`config.mk`:
```
export PLATFORM = sky130hd
export DESIGN_NAME = light_program_sequencer
export DESIGN_NICKNAME = d
export VERILOG_FILES = /design/src/lps_pkg.sv /design/src/lps_div.sv /design/src/light_program_sequencer.sv
export SDC_FILE = /design/constraint.sdc
export NUM_CORES = 2
export LEC_CHECK = 0
export ABC_AREA = 1
export BUFFER_PORTS_ARGS = -buffer_cell sky130_fd_sc_hd__buf_2
export CAP_MARGIN = 20
export CORE_MARGIN = 3
export CORE_UTILIZATION = 45
export DETAILED_ROUTE_END_ITERATION = 8
export GPL_ROUTABILITY_DRIVEN = 0
export PLACE_DENSITY = 0.62
export SYNTH_ARGS = -nofsm -noshare
export SYNTH_HDL_FRONTEND = slang
export SYNTH_HIERARCHICAL = 1
export SYNTH_SLANG_ARGS = --single-unit
```
`constraint.sdc`:
```
create_clock -name i_clk -period 7.7 [get_ports i_clk]
set_input_delay 0.385 -clock i_clk [delete_from_list [all_inputs] [get_ports i_clk]]
set_output_delay 0.385 -clock i_clk [all_outputs]
set_load 0.01 [all_outputs]
```
`src/lps_pkg.sv`:
```
package lps_pkg;

    localparam int MAX_STEPS_DEF = 16;

    typedef enum logic [1:0] {
        ACT_LOAD  = 2'd0,
        ACT_CLEAR = 2'd1,
        ACT_START = 2'd2,
        ACT_TICK  = 2'd3
    } t_action;

    localparam logic [7:0] KIND_FIXED = 8'd0;
    localparam logic [7:0] KIND_RAMP  = 8'd1;
    localparam logic [7:0] KIND_BLINK = 8'd2;

    localparam logic [2:0] ST_OK        = 3'd0;
    localparam logic [2:0] ST_BAD_KIND  = 3'd1;
    localparam logic [2:0] ST_ZERO_RAMP = 3'd2;
    localparam logic [2:0] ST_FULL      = 3'd3;
    localparam logic [2:0] ST_BUSY      = 3'd4;

    typedef enum logic [3:0] {
        S_IDLE,
        S_ENTER_WAIT,
        S_ENTER_EXEC,
        S_TICK_WAIT,
        S_TICK_EXEC,
        S_MUL,
        S_DIV_GO,
        S_DIV_WAIT,
        S_END,
        S_OUT
    } t_state;

    typedef struct packed {
        logic [1:0]  action;
        logic [7:0]  step_kind;
        logic [31:0] duration_ms;
        logic [15:0] low_phase_ms;
        logic [15:0] high_phase_ms;
        logic [7:0]  cool_a;
        logic [7:0]  warm_a;
        logic [7:0]  cool_b;
        logic [7:0]  warm_b;
    } t_in_word;

    typedef struct packed {
        logic [7:0] cool_level;
        logic [7:0] warm_level;
        logic       running;
        logic [4:0] step_now;
        logic [2:0] status;
    } t_out_word;

    typedef struct packed {
        logic [1:0]  kind;
        logic [31:0] dur;
        logic [15:0] high_ph;
        logic [15:0] low_ph;
        logic [31:0] levels;
    } t_step;

endpackage

```
`src/lps_div.sv`:
```
module lps_div import lps_pkg::*; (
    input  logic        i_clk,
    input  logic        i_rst_n,
    input  logic        i_start,
    input  logic [39:0] i_num,
    input  logic [31:0] i_den,
    output logic        o_done,
    output logic [7:0]  o_quot
);

    logic [39:0] r_rem, n_rem;
    logic [39:0] r_dsh, n_dsh;
    logic [7:0]  r_q, n_q;
    logic [2:0]  r_cnt, n_cnt;
    logic        r_busy, n_busy;
    logic        r_done, n_done;

    always_comb begin
        n_rem  = r_rem;
        n_dsh  = r_dsh;
        n_q    = r_q;
        n_cnt  = r_cnt;
        n_busy = r_busy;
        n_done = 1'b0;
        if (i_start) begin
            n_rem  = i_num;
            n_dsh  = {1'b0, i_den, 7'd0};
            n_q    = 8'd0;
            n_cnt  = 3'd7;
            n_busy = 1'b1;
        end else if (r_busy) begin
            if (r_rem >= r_dsh) begin
                n_rem = r_rem - r_dsh;
                n_q   = r_q | (8'd1 << r_cnt);
            end
            n_dsh = r_dsh >> 1;
            n_cnt = r_cnt - 3'd1;
            if (r_cnt == 3'd0) begin
                n_busy = 1'b0;
                n_done = 1'b1;
            end
        end
    end

    always_ff @(posedge i_clk) begin
        if (!i_rst_n) begin
            r_busy <= 1'b0;
            r_done <= 1'b0;
        end else begin
            r_busy <= n_busy;
            r_done <= n_done;
        end
        r_rem <= n_rem;
        r_dsh <= n_dsh;
        r_q   <= n_q;
        r_cnt <= n_cnt;
    end

    assign o_done = r_done;
    assign o_quot = r_q;

endmodule

```
`src/light_program_sequencer.sv`:
```
// Two-channel light program sequencer, cool and warm white.
// Input channel i_in_valid / o_in_ready carries one command word: load step,
// clear store, start run or one-millisecond tick. Every command word yields
// exactly one result word on o_out_valid / i_out_ready with the levels, run
// flag, step index and status after that command.
// Load, clear, idle start and idle tick go straight to the result state.
// A run start or a step change adds a memory read and an apply per step entered
// and a final pointer check when the run ends. A tick within a fixed or blink
// step passes a wait and an exec state; within a ramp it adds a multiply and
// the 8-step restoring divider, run once per channel.
// One command is in work at a time; the next is accepted only once the result
// slot is empty or is being emptied in that cycle.
// Reset clears the step count, pointer, levels and run flag; the step memory
// holds anything until loaded and only loaded entries are read.
// If the receiver stalls, the result word holds and no further command is
// accepted until that word is taken.
module light_program_sequencer import lps_pkg::*; #(
    parameter int MAX_STEPS = MAX_STEPS_DEF
) (
    input  logic      i_clk,
    input  logic      i_rst_n,
    input  logic      i_in_valid,
    output logic      o_in_ready,
    input  t_in_word  i_in_data,
    output logic      o_out_valid,
    input  logic      i_out_ready,
    output t_out_word o_out_data
);

    localparam int CW = $clog2(MAX_STEPS + 1);
    localparam int IW = (MAX_STEPS > 1) ? $clog2(MAX_STEPS) : 1;

    t_step r_mem [MAX_STEPS];
    t_step r_rd;

    t_state      r_state, n_state;
    logic [CW-1:0] r_count, n_count;
    logic [CW-1:0] r_ptr, n_ptr;
    logic [31:0] r_el, n_el;
    logic [15:0] r_pe, n_pe;
    logic        r_high, n_high;
    logic [15:0] r_cur, n_cur;
    logic [15:0] r_start, n_start;
    logic        r_run, n_run;
    logic [2:0]  r_status, n_status;
    logic        r_ch, n_ch;
    logic [39:0] r_num, n_num;
    logic [7:0]  r_qc, n_qc;
    logic        r_ovalid, n_ovalid;
    t_out_word   r_out, n_out;

    logic        w_accept, w_we, w_div_start, w_div_done;
    logic [7:0]  w_quot;
    logic [31:0] w_el_inc;
    logic [15:0] w_pe_inc, w_plen, w_pother;
    logic [7:0]  w_s, w_t;
    logic [2:0]  w_load_status;
    t_step       w_wr;

    assign o_in_ready  = (r_state == S_IDLE) && (!r_ovalid || i_out_ready);
    assign w_accept    = i_in_valid && o_in_ready;
    assign w_el_inc    = r_el + 32'd1;
    assign w_pe_inc    = r_pe + 16'd1;
    assign w_plen      = r_high ? r_rd.high_ph : r_rd.low_ph;
    assign w_pother    = r_high ? r_rd.low_ph : r_rd.high_ph;
    assign w_s         = r_ch ? r_start[15:8] : r_start[7:0];
    assign w_t         = r_ch ? r_rd.levels[15:8] : r_rd.levels[7:0];
    assign w_div_start = (r_state == S_DIV_GO);

    assign w_wr.kind    = i_in_data.step_kind[1:0];
    assign w_wr.dur     = i_in_data.duration_ms;
    assign w_wr.high_ph = i_in_data.high_phase_ms;
    assign w_wr.low_ph  = i_in_data.low_phase_ms;
    assign w_wr.levels  = {i_in_data.warm_b, i_in_data.cool_b,
                           i_in_data.warm_a, i_in_data.cool_a};

    always_comb begin
        if (r_run)
            w_load_status = ST_BUSY;
        else if (i_in_data.step_kind > KIND_BLINK)
            w_load_status = ST_BAD_KIND;
        else if (i_in_data.step_kind == KIND_RAMP && i_in_data.duration_ms == 32'd0)
            w_load_status = ST_ZERO_RAMP;
        else if (r_count >= CW'(MAX_STEPS))
            w_load_status = ST_FULL;
        else
            w_load_status = ST_OK;
    end

    assign w_we = w_accept && (t_action'(i_in_data.action) == ACT_LOAD)
                  && (w_load_status == ST_OK);

    lps_div u_div (
        .i_clk   (i_clk),
        .i_rst_n (i_rst_n),
        .i_start (w_div_start),
        .i_num   (r_num),
        .i_den   (r_rd.dur),
        .o_done  (w_div_done),
        .o_quot  (w_quot)
    );

    always_comb begin
        n_state = r_state;
        case (r_state)
            S_IDLE: begin
                if (w_accept) begin
                    case (t_action'(i_in_data.action))
                        ACT_START: n_state = (!r_run && r_count != '0) ? S_ENTER_WAIT : S_OUT;
                        ACT_TICK:  n_state = (r_run && r_ptr < r_count) ? S_TICK_WAIT : S_OUT;
                        default:   n_state = S_OUT;
                    endcase
                end
            end
            S_ENTER_WAIT: n_state = (r_ptr < r_count) ? S_ENTER_EXEC : S_OUT;
            S_ENTER_EXEC: n_state = (r_rd.dur != 32'd0) ? S_OUT : S_ENTER_WAIT;
            S_TICK_WAIT:  n_state = S_TICK_EXEC;
            S_TICK_EXEC: begin
                if (r_rd.kind == KIND_RAMP[1:0])
                    n_state = S_MUL;
                else
                    n_state = (w_el_inc >= r_rd.dur) ? S_ENTER_WAIT : S_OUT;
            end
            S_MUL:      n_state = S_DIV_GO;
            S_DIV_GO:   n_state = S_DIV_WAIT;
            S_DIV_WAIT: begin
                if (w_div_done)
                    n_state = r_ch ? S_END : S_MUL;
            end
            S_END:   n_state = (r_el >= r_rd.dur) ? S_ENTER_WAIT : S_OUT;
            S_OUT:   n_state = S_IDLE;
            default: n_state = S_IDLE;
        endcase
    end

    always_comb begin
        n_count  = r_count;
        n_ptr    = r_ptr;
        n_el     = r_el;
        n_pe     = r_pe;
        n_high   = r_high;
        n_cur    = r_cur;
        n_start  = r_start;
        n_run    = r_run;
        n_status = r_status;
        n_ch     = r_ch;
        n_num    = r_num;
        n_qc     = r_qc;
        n_ovalid = r_ovalid && !i_out_ready;
        n_out    = r_out;
        case (r_state)
            S_IDLE: begin
                if (w_accept) begin
                    n_status = ST_OK;
                    case (t_action'(i_in_data.action))
                        ACT_LOAD: begin
                            n_status = w_load_status;
                            if (w_load_status == ST_OK)
                                n_count = r_count + CW'(1);
                        end
                        ACT_CLEAR: begin
                            if (r_run) begin
                                n_status = ST_BUSY;
                            end else begin
                                n_count = '0;
                                n_ptr   = '0;
                            end
                        end
                        ACT_START: begin
                            if (r_run) begin
                                n_status = ST_BUSY;
                            end else if (r_count != '0) begin
                                n_run = 1'b1;
                                n_ptr = '0;
                            end
                        end
                        default: ;
                    endcase
                end
            end
            S_ENTER_WAIT: begin
                if (r_ptr >= r_count) begin
                    n_run = 1'b0;
                    n_ptr = r_count;
                end
            end
            S_ENTER_EXEC: begin
                n_el    = '0;
                n_pe    = '0;
                n_start = r_cur;
                if (r_rd.kind == KIND_FIXED[1:0]) begin
                    n_cur = r_rd.levels[15:0];
                end else if (r_rd.kind == KIND_BLINK[1:0] && r_rd.dur != 32'd0) begin
                    n_high = !(r_rd.high_ph == 16'd0 && r_rd.low_ph != 16'd0);
                    n_cur  = n_high ? r_rd.levels[31:16] : r_rd.levels[15:0];
                end else if (r_rd.kind == KIND_RAMP[1:0] && r_rd.dur == 32'd0) begin
                    n_cur = r_rd.levels[15:0];
                end
                if (r_rd.dur == 32'd0)
                    n_ptr = r_ptr + CW'(1);
            end
            S_TICK_EXEC: begin
                n_el = w_el_inc;
                n_ch = 1'b0;
                if (r_rd.kind == KIND_BLINK[1:0]) begin
                    if (w_el_inc >= r_rd.dur) begin
                        n_cur = r_start;
                    end else begin
                        n_pe = w_pe_inc;
                        if (w_pe_inc >= w_plen) begin
                            if (w_pother != 16'd0)
                                n_high = !r_high;
                            n_pe  = '0;
                            n_cur = n_high ? r_rd.levels[31:16] : r_rd.levels[15:0];
                        end
                    end
                end
                if (r_rd.kind != KIND_RAMP[1:0] && w_el_inc >= r_rd.dur)
                    n_ptr = r_ptr + CW'(1);
            end
            S_MUL: begin
                n_num = 40'(w_s * (r_rd.dur - r_el)) + 40'(w_t * r_el);
            end
            S_DIV_WAIT: begin
                if (w_div_done) begin
                    if (r_ch) begin
                        n_cur = {w_quot, r_qc};
                    end else begin
                        n_qc = w_quot;
                        n_ch = 1'b1;
                    end
                end
            end
            S_END: begin
                if (r_el >= r_rd.dur)
                    n_ptr = r_ptr + CW'(1);
            end
            S_OUT: begin
                n_ovalid         = 1'b1;
                n_out.cool_level = r_cur[7:0];
                n_out.warm_level = r_cur[15:8];
                n_out.running    = r_run;
                n_out.step_now   = r_run ? 5'(r_ptr) : 5'(r_count);
                n_out.status     = r_status;
            end
            default: ;
        endcase
    end

    always_ff @(posedge i_clk) begin
        if (w_we)
            r_mem[r_count[IW-1:0]] <= w_wr;
        r_rd <= r_mem[r_ptr[IW-1:0]];
    end

    always_ff @(posedge i_clk) begin
        if (!i_rst_n) begin
            r_state  <= S_IDLE;
            r_count  <= '0;
            r_ptr    <= '0;
            r_el     <= '0;
            r_pe     <= '0;
            r_high   <= 1'b0;
            r_cur    <= '0;
            r_start  <= '0;
            r_run    <= 1'b0;
            r_ovalid <= 1'b0;
        end else begin
            r_state  <= n_state;
            r_count  <= n_count;
            r_ptr    <= n_ptr;
            r_el     <= n_el;
            r_pe     <= n_pe;
            r_high   <= n_high;
            r_cur    <= n_cur;
            r_start  <= n_start;
            r_run    <= n_run;
            r_ovalid <= n_ovalid;
        end
        r_status <= n_status;
        r_ch     <= n_ch;
        r_num    <= n_num;
        r_qc     <= n_qc;
        r_out    <= n_out;
    end

    assign o_out_valid = r_ovalid;
    assign o_out_data  = r_out;

    a_div_only_waiting: assert property (@(posedge i_clk) disable iff (!i_rst_n)
        w_div_done |-> (r_state == S_DIV_WAIT))
        else $error("divider finished outside its wait state");

    a_idle_run_in_range: assert property (@(posedge i_clk) disable iff (!i_rst_n)
        (r_state == S_IDLE && r_run) |-> (r_ptr < r_count))
        else $error("run active with pointer past the step count");

    a_count_bound: assert property (@(posedge i_clk) disable iff (!i_rst_n)
        r_count <= CW'(MAX_STEPS))
        else $error("step count beyond store depth");

    a_out_slot_free: assert property (@(posedge i_clk) disable iff (!i_rst_n)
        (r_state == S_OUT) |-> (!r_ovalid || i_out_ready))
        else $error("result overwrites a word still waiting");

endmodule

```
# Word level (Yosys, flattened, before mapping)
# Memories as Yosys holds them, arrays and structs flattened. A register that Yosys moved wholly into a read port is not among the register bits.
# Index checks and enable logic that the tools add are counted.
dict set report classes {
  addsub 8
  n_mul 2
  n_lt_le_gt_ge 8
  n_eq_ne 37
  shifts 1
  mux 82
  bitwise_logic 4
  reduce_logical 52
}
# op n
set ops {}
lappend ops {{16-bit two-way mux} 15}
lappend ops {{40-bit two-way mux} 3}
lappend ops {{39-bit two-way mux} 2}
lappend ops {{32-bit greater-or-equal comparator} 2}
lappend ops {{32-bit zero test} 2}
lappend ops {{32-bit one-hot mux with 2 select lines} 1}
lappend ops {{5-bit two-way mux} 10}
lappend ops {{16-bit one-hot mux with 3 select lines} 1}
lappend ops {{40-bit adder} 1}
lappend ops {{40-bit by 39-bit greater-or-equal comparator with 1-bit output} 1}
lappend ops {{8-bit by 32-bit multiplier with 40-bit output} 1}
lappend ops {{9-bit by 33-bit multiplier with 40-bit output} 1}
lappend ops {{4-bit two-way mux} 10}
lappend ops {{40-bit by 39-bit subtractor with 40-bit output} 1}
lappend ops {{4-bit one-hot mux with 9 select lines} 1}
lappend ops {{32-bit by 32-bit subtractor with 33-bit output} 1}
lappend ops {{32-bit by 1-bit adder with 32-bit output (second input constant)} 1}
lappend ops {{16-bit one-hot mux with 2 select lines} 1}
lappend ops {{16-bit nonzero test} 2}
lappend ops {{32-bit nonzero test} 1}
lappend ops {{5-bit one-hot mux with 5 select lines} 1}
lappend ops {{2-bit != test (second input constant)} 12}
lappend ops {{1-bit two-way mux} 23}
lappend ops {{5-bit one-hot mux with 2 select lines} 2}
lappend ops {{other kinds (46)} 98}
dict set report word_totals {
  reg_bits 266
  ramBits 1568
  inputBits 110
  output_inout_bits 27
  wordCells 221
  memories 1
}
# memory depth width rd rd_clocked_by_memory_dff write_ports line
set mem_list {}
lappend mem_list {r_mem 16 98 1 1 1 light_program_sequencer.sv:33} ;# t_step r_mem [MAX_STEPS];

# Depth between registers and ports, before layout
dict set report depth {
  ltp_word 12
  ltp_mapped 39
  ltp_nobuf 38
}

# Modules after synthesis
# Netlist, hierarchy kept.
# module instances cells_each area_per_inst_um2 seq_area_each_um2
set modules_own_cells {}
lappend modules_own_cells {light_program_sequencer 1 8021 92736.4 53301.1}
lappend modules_own_cells {lps_div 1 991 6826.5 2562.5}

# Least setup slack after synthesis
# OpenSTA, ideal clock, no wires.
dict set report synth_path {
  path_type {register to register}
  startpoint {register r_el[2]}
  endpoint {register r_num[37], data pin}
  setup_ns 0.261
  t_arrival_ns 6.496
  required_time_ns 7.439
  setup_slack_ns 0.943
  path_stages_with_launch 34
  path_buffers 1
  period_less_slack_ns 6.757
  path_cell_list {dfxtp_1 buf_4 inv_1 ha_1 nand2_1 nand2_1 nor2_2 o21ai_4 a21oi_4 o21ai_2 nand2_1 nand2_1 xnor2_2 nor2_1 fa_1 inv_1 fa_1 fa_1 fa_1 inv_1 fa_1 inv_1 fa_1 inv_1 ha_1 nand2_1 inv_1 a21oi_1 inv_1 a21oi_1 nor2_1 nor3_1 nand3_1 xor2_1}
}
dict set report synth_between {
  elab_chain_len 3
  word_cells_on_any_way 4
  classes_between {2 x add/sub; 2 x mul}
}
# element line
set synth_lines {}
lappend synth_lines {{start, declared} light_program_sequencer.sv:39} ;# logic [31:0] r_el, n_el;
lappend synth_lines {{start signal, assigned} light_program_sequencer.sv:272} ;# r_el <= n_el;
lappend synth_lines {{32-bit by 32-bit subtractor with 33-bit output} light_program_sequencer.sv:222} ;# n_num = 40'(w_s * (r_rd.dur - r_el)) + 40'(w_t * r_el);
lappend synth_lines {{9-bit by 33-bit multiplier with 40-bit output} light_program_sequencer.sv:222}
lappend synth_lines {{40-bit adder *} light_program_sequencer.sv:222}
lappend synth_lines {{end signal, assigned} light_program_sequencer.sv:282} ;# r_num <= n_num;
lappend synth_lines {{end, declared} light_program_sequencer.sv:47} ;# logic [39:0] r_num, n_num;
# Mark *: on every way between the ends. The rest lies on a longest branch, timed or not.
# A chain may end at the register's enable or synchronous reset.

# Final worst setup path
dict set report layout_path {
  startpoint {register r_el[7]}
  endpoint {register r_num[20], data pin}
}
# The elaborated chain is that of the path after synthesis.

==> impl_metrics.csv <==
group,metric,value,unit
place,placed_cell_area,104000,sq um
yosys,yosys-top-cells-area,"edfxtp_1 52%, fa_1 9.1%, nand2_1 4.9%, nor2_1 4.7%, dfxtp_1 4.3%",
timing,slew_violations,0,
die,row_count,172,
yosys,avgSynthCellArea,11.05,sq um
timing,whs,0.09869,ns
detailed_routing,vias,69250,
detailed_routing,wirelength,287.1,mm
yosys,synth_compound_area_share,8.817,%
grt,grt_pass1_vias,67250,
critical_path,r2r_setup_slack,0.30,ns
critical_path,crit_path_start_kind,"flop",
grt,grt_pass1_wl,427.9,mm
yosys,synth_xor_area_share,1.024,%
place,pre_cts_slack,0.04485,ns
clock_tree,clk_pin_slew,0.06,ns
yosys,synth_cells,9012,
cells_and_area,design_area,111900,sq um
yosys,yosys.area_share.simple,12.72,%
clock_tree,cts_tree,"done",
yosys,synth_enable_flop_cells,1717,
detailed_routing,dr_wl_met3,21.70,mm
die,initial_core_util,45.27,%
timing,min_period_over_period,96.08,%
yosys,synth-main-ff-cell,"edfxtp_1",
critical_path,max_stage_delay,0.59,ns
yosys,synth_top_area_share,51.79,%
power_and_ir_drop,p_leak,41.36,nW
timing,hold_viol,0,
detailed_routing,dr.pass1.iters,6,
critical_path,worstPathRequired,8.27,ns
die,die_area,226900,sq um
cells_and_area,num-nets-final,10040,
detailed_routing,route.detailed.drc,0,
yosys,synth_top_family_by_area,"simple AND/OR/NAND/NOR gates",
clock_tree,h-tree-depth,4,
yosys,yosysTopAreaCell,"edfxtp_1",
grt,grt_max_degree,253,
clock_tree,cts_buffers,197,
job,max_cap_violations,0,
timing,fin_crit,7.398,ns
critical_path,worstPathMaxFanout,4,
yosys,seq_area_frac_synth,56.11,%
place,dp_hpwl,184.2,mm
place,port_buffers,136,
detailed_routing,met1_length,120.0,mm
critical_path,worstSetupPathType,"reg2reg",
detailed_routing,top_layer,"met5",
yosys,synth_cell_types,66,
worst_hold_path,hold_path.class,"in2reg",
timing,tns,0,ns
critical_path,cp-end-kind,"flop",
grt,gr-usage-all-layers,24.73,%
timing,slew-limit-headroom,21.87,%
grt,grt_overflow,0,
yosys,synth-seq-cells,1932,
clock_tree,cts_root_buf,"clkbuf_16",
yosys,synthAdderAreaFrac,12.25,%
power_and_ir_drop,ir_drop,0.2366,mV
detailed_routing,via_per_inst,5.593,
cells_and_area,final_core_util,50.90,%
clock_tree,clk_latency,0.85,ns
cells_and_area,layout-drive-gt1-share,9.239,%
yosys,netlist_area,99560,sq um
die,die_x,476.4,um
yosys,ys_top_cells_by_count,"1,717 x edfxtp_1, 1,291 x nand2_1, 1,234 x nor2_1",
critical_path,arrival,7.97,ns
detailed_routing,wl_per_cell,23.19,um
clock_tree,cts.sinks,1932,
timing,clock_skew,0.07364,ns
timing,fin_ws,0.3018,ns
detailed_routing,wl_met2,132.6,mm
critical_path,crit_slowest_cell,"fa_1",
die,ios,137,
detailed_routing,ant_nets,0,
place,dp.cells,11880,
clock_tree,clk_path_buf_depth,3,
timing,setup_violations,0,
yosys,synth_most_common_cell,"edfxtp_1",
yosys,async_flop_share,0,%
cells_and_area,syn2layout_area_growth,12.44,%
yosys,synth.area.mux_share,3.127,%
yosys,synthesis.nets,9824,
power_and_ir_drop,power_density,264.7,nW/um^2
timing,worstMarginPinSlew,1.172,ns
power_and_ir_drop,p_total,29.63,mW
die,dieHeight,476.4,um
cells_and_area,stdcell_count,12380,
timing,fmax,135.2,MHz
detailed_routing,drtIter0Drc,7073,
grt,antenna_found_initial,34,
yosys,yosysWarnings,6,
die,core_area,219900,sq um
status,outcome,"complete, no violations",
## metal layers
layer	vias up	track usage, %
met5	-	0
met4	18	10.35
met3	541	4.121
met2	2819	39.41
met1	34480	33.67
li1	31390	-
## report_power, final
part	internal (mW)	switching, mW	total, mW
Sequential	11.8	0.486	12.3
Combinational	2.50	5.38	7.88
Clock	5.43	4.06	9.49
## layout make-up
cell class	instances	area, sq um
fill	19350	108000
sequential	1932	55890
multi-input combinational	5557	38190
clock buffer	296	5689
inverter	1097	4141
tap	2958	3701
timing repair buffer	447	3475
clock inverter	77	813.3
antenna	17	42.54
## cell families after synthesis
logic type	count (synthesis)
and+or+nand+nor	3075
DFF	1932
buffers and inverters	1523
AOI/OAI and AO/OA	1356
adders and majority gates	702
muxes	311
xor gates and xnor gates	113
## sequential cells by signal (all words and copies together) (netlist names), 4 cells and up
signal	cells
r_el	32
r_pe	16
u_div/o_quot	8
r_rd	98
r_state	4
r_qc	8
r_ptr	5
r_count	5
u_div/r_dsh	39
o_out_data	25
r_cur	16
r_start	16
u_div/r_rem	40
r_mem	1568
r_num	40
## cell usage in the layout, fill, tap and decap left out, drive strengths merged, types with 299 or more instances in the layout
cell / netlist / routed
o21ai: 557 / 557
mux2i: 311 / 311
edfxtp: 1717 / 1717
buf: 134 / 348
nor2: 1262 / 1262
fa: 454 / 454
inv: 1079 / 1083
nand3: 346 / 346
o221ai: 299 / 299
nand2: 1317 / 1317
## what timing repair did
action | 4_1_cts | 5_1_grt
endpoints found under the setup margin | 1 | 21
resized for setup | 1 | 77
hold buffers | 99 | 0
hold endpoints to repair | 1569 | 0
pin swaps | 0 | 7
gates cloned | 0 | 0
buffers inserted | 0 | 9
## worst max-delay path: cells and delay by family, from the launching register on
family | cells | cell delay (ns)
adder cells (fa/ha/maj) | 8 | 3.74
AO/OA/AOI/OAI | 6 | 1.40
buffers and inverters | 8 | 0.65
XOR/XNOR | 2 | 0.63
AND/OR/NAND/NOR | 4 | 0.40
flip-flops | 1 | 0.34
## final timing paths
check	startpoint	to	cells past startpoint
setup / recovery	r_el[7]	r_num[20]	28
hold / removal	i_in_valid	r_status[2]	3
setup reg to reg	r_el[7]	r_num[20]	28
hold reg to reg	r_status[0]	o_out_data[0]	0
No activity file was read; power rests on OpenSTA's default activity.
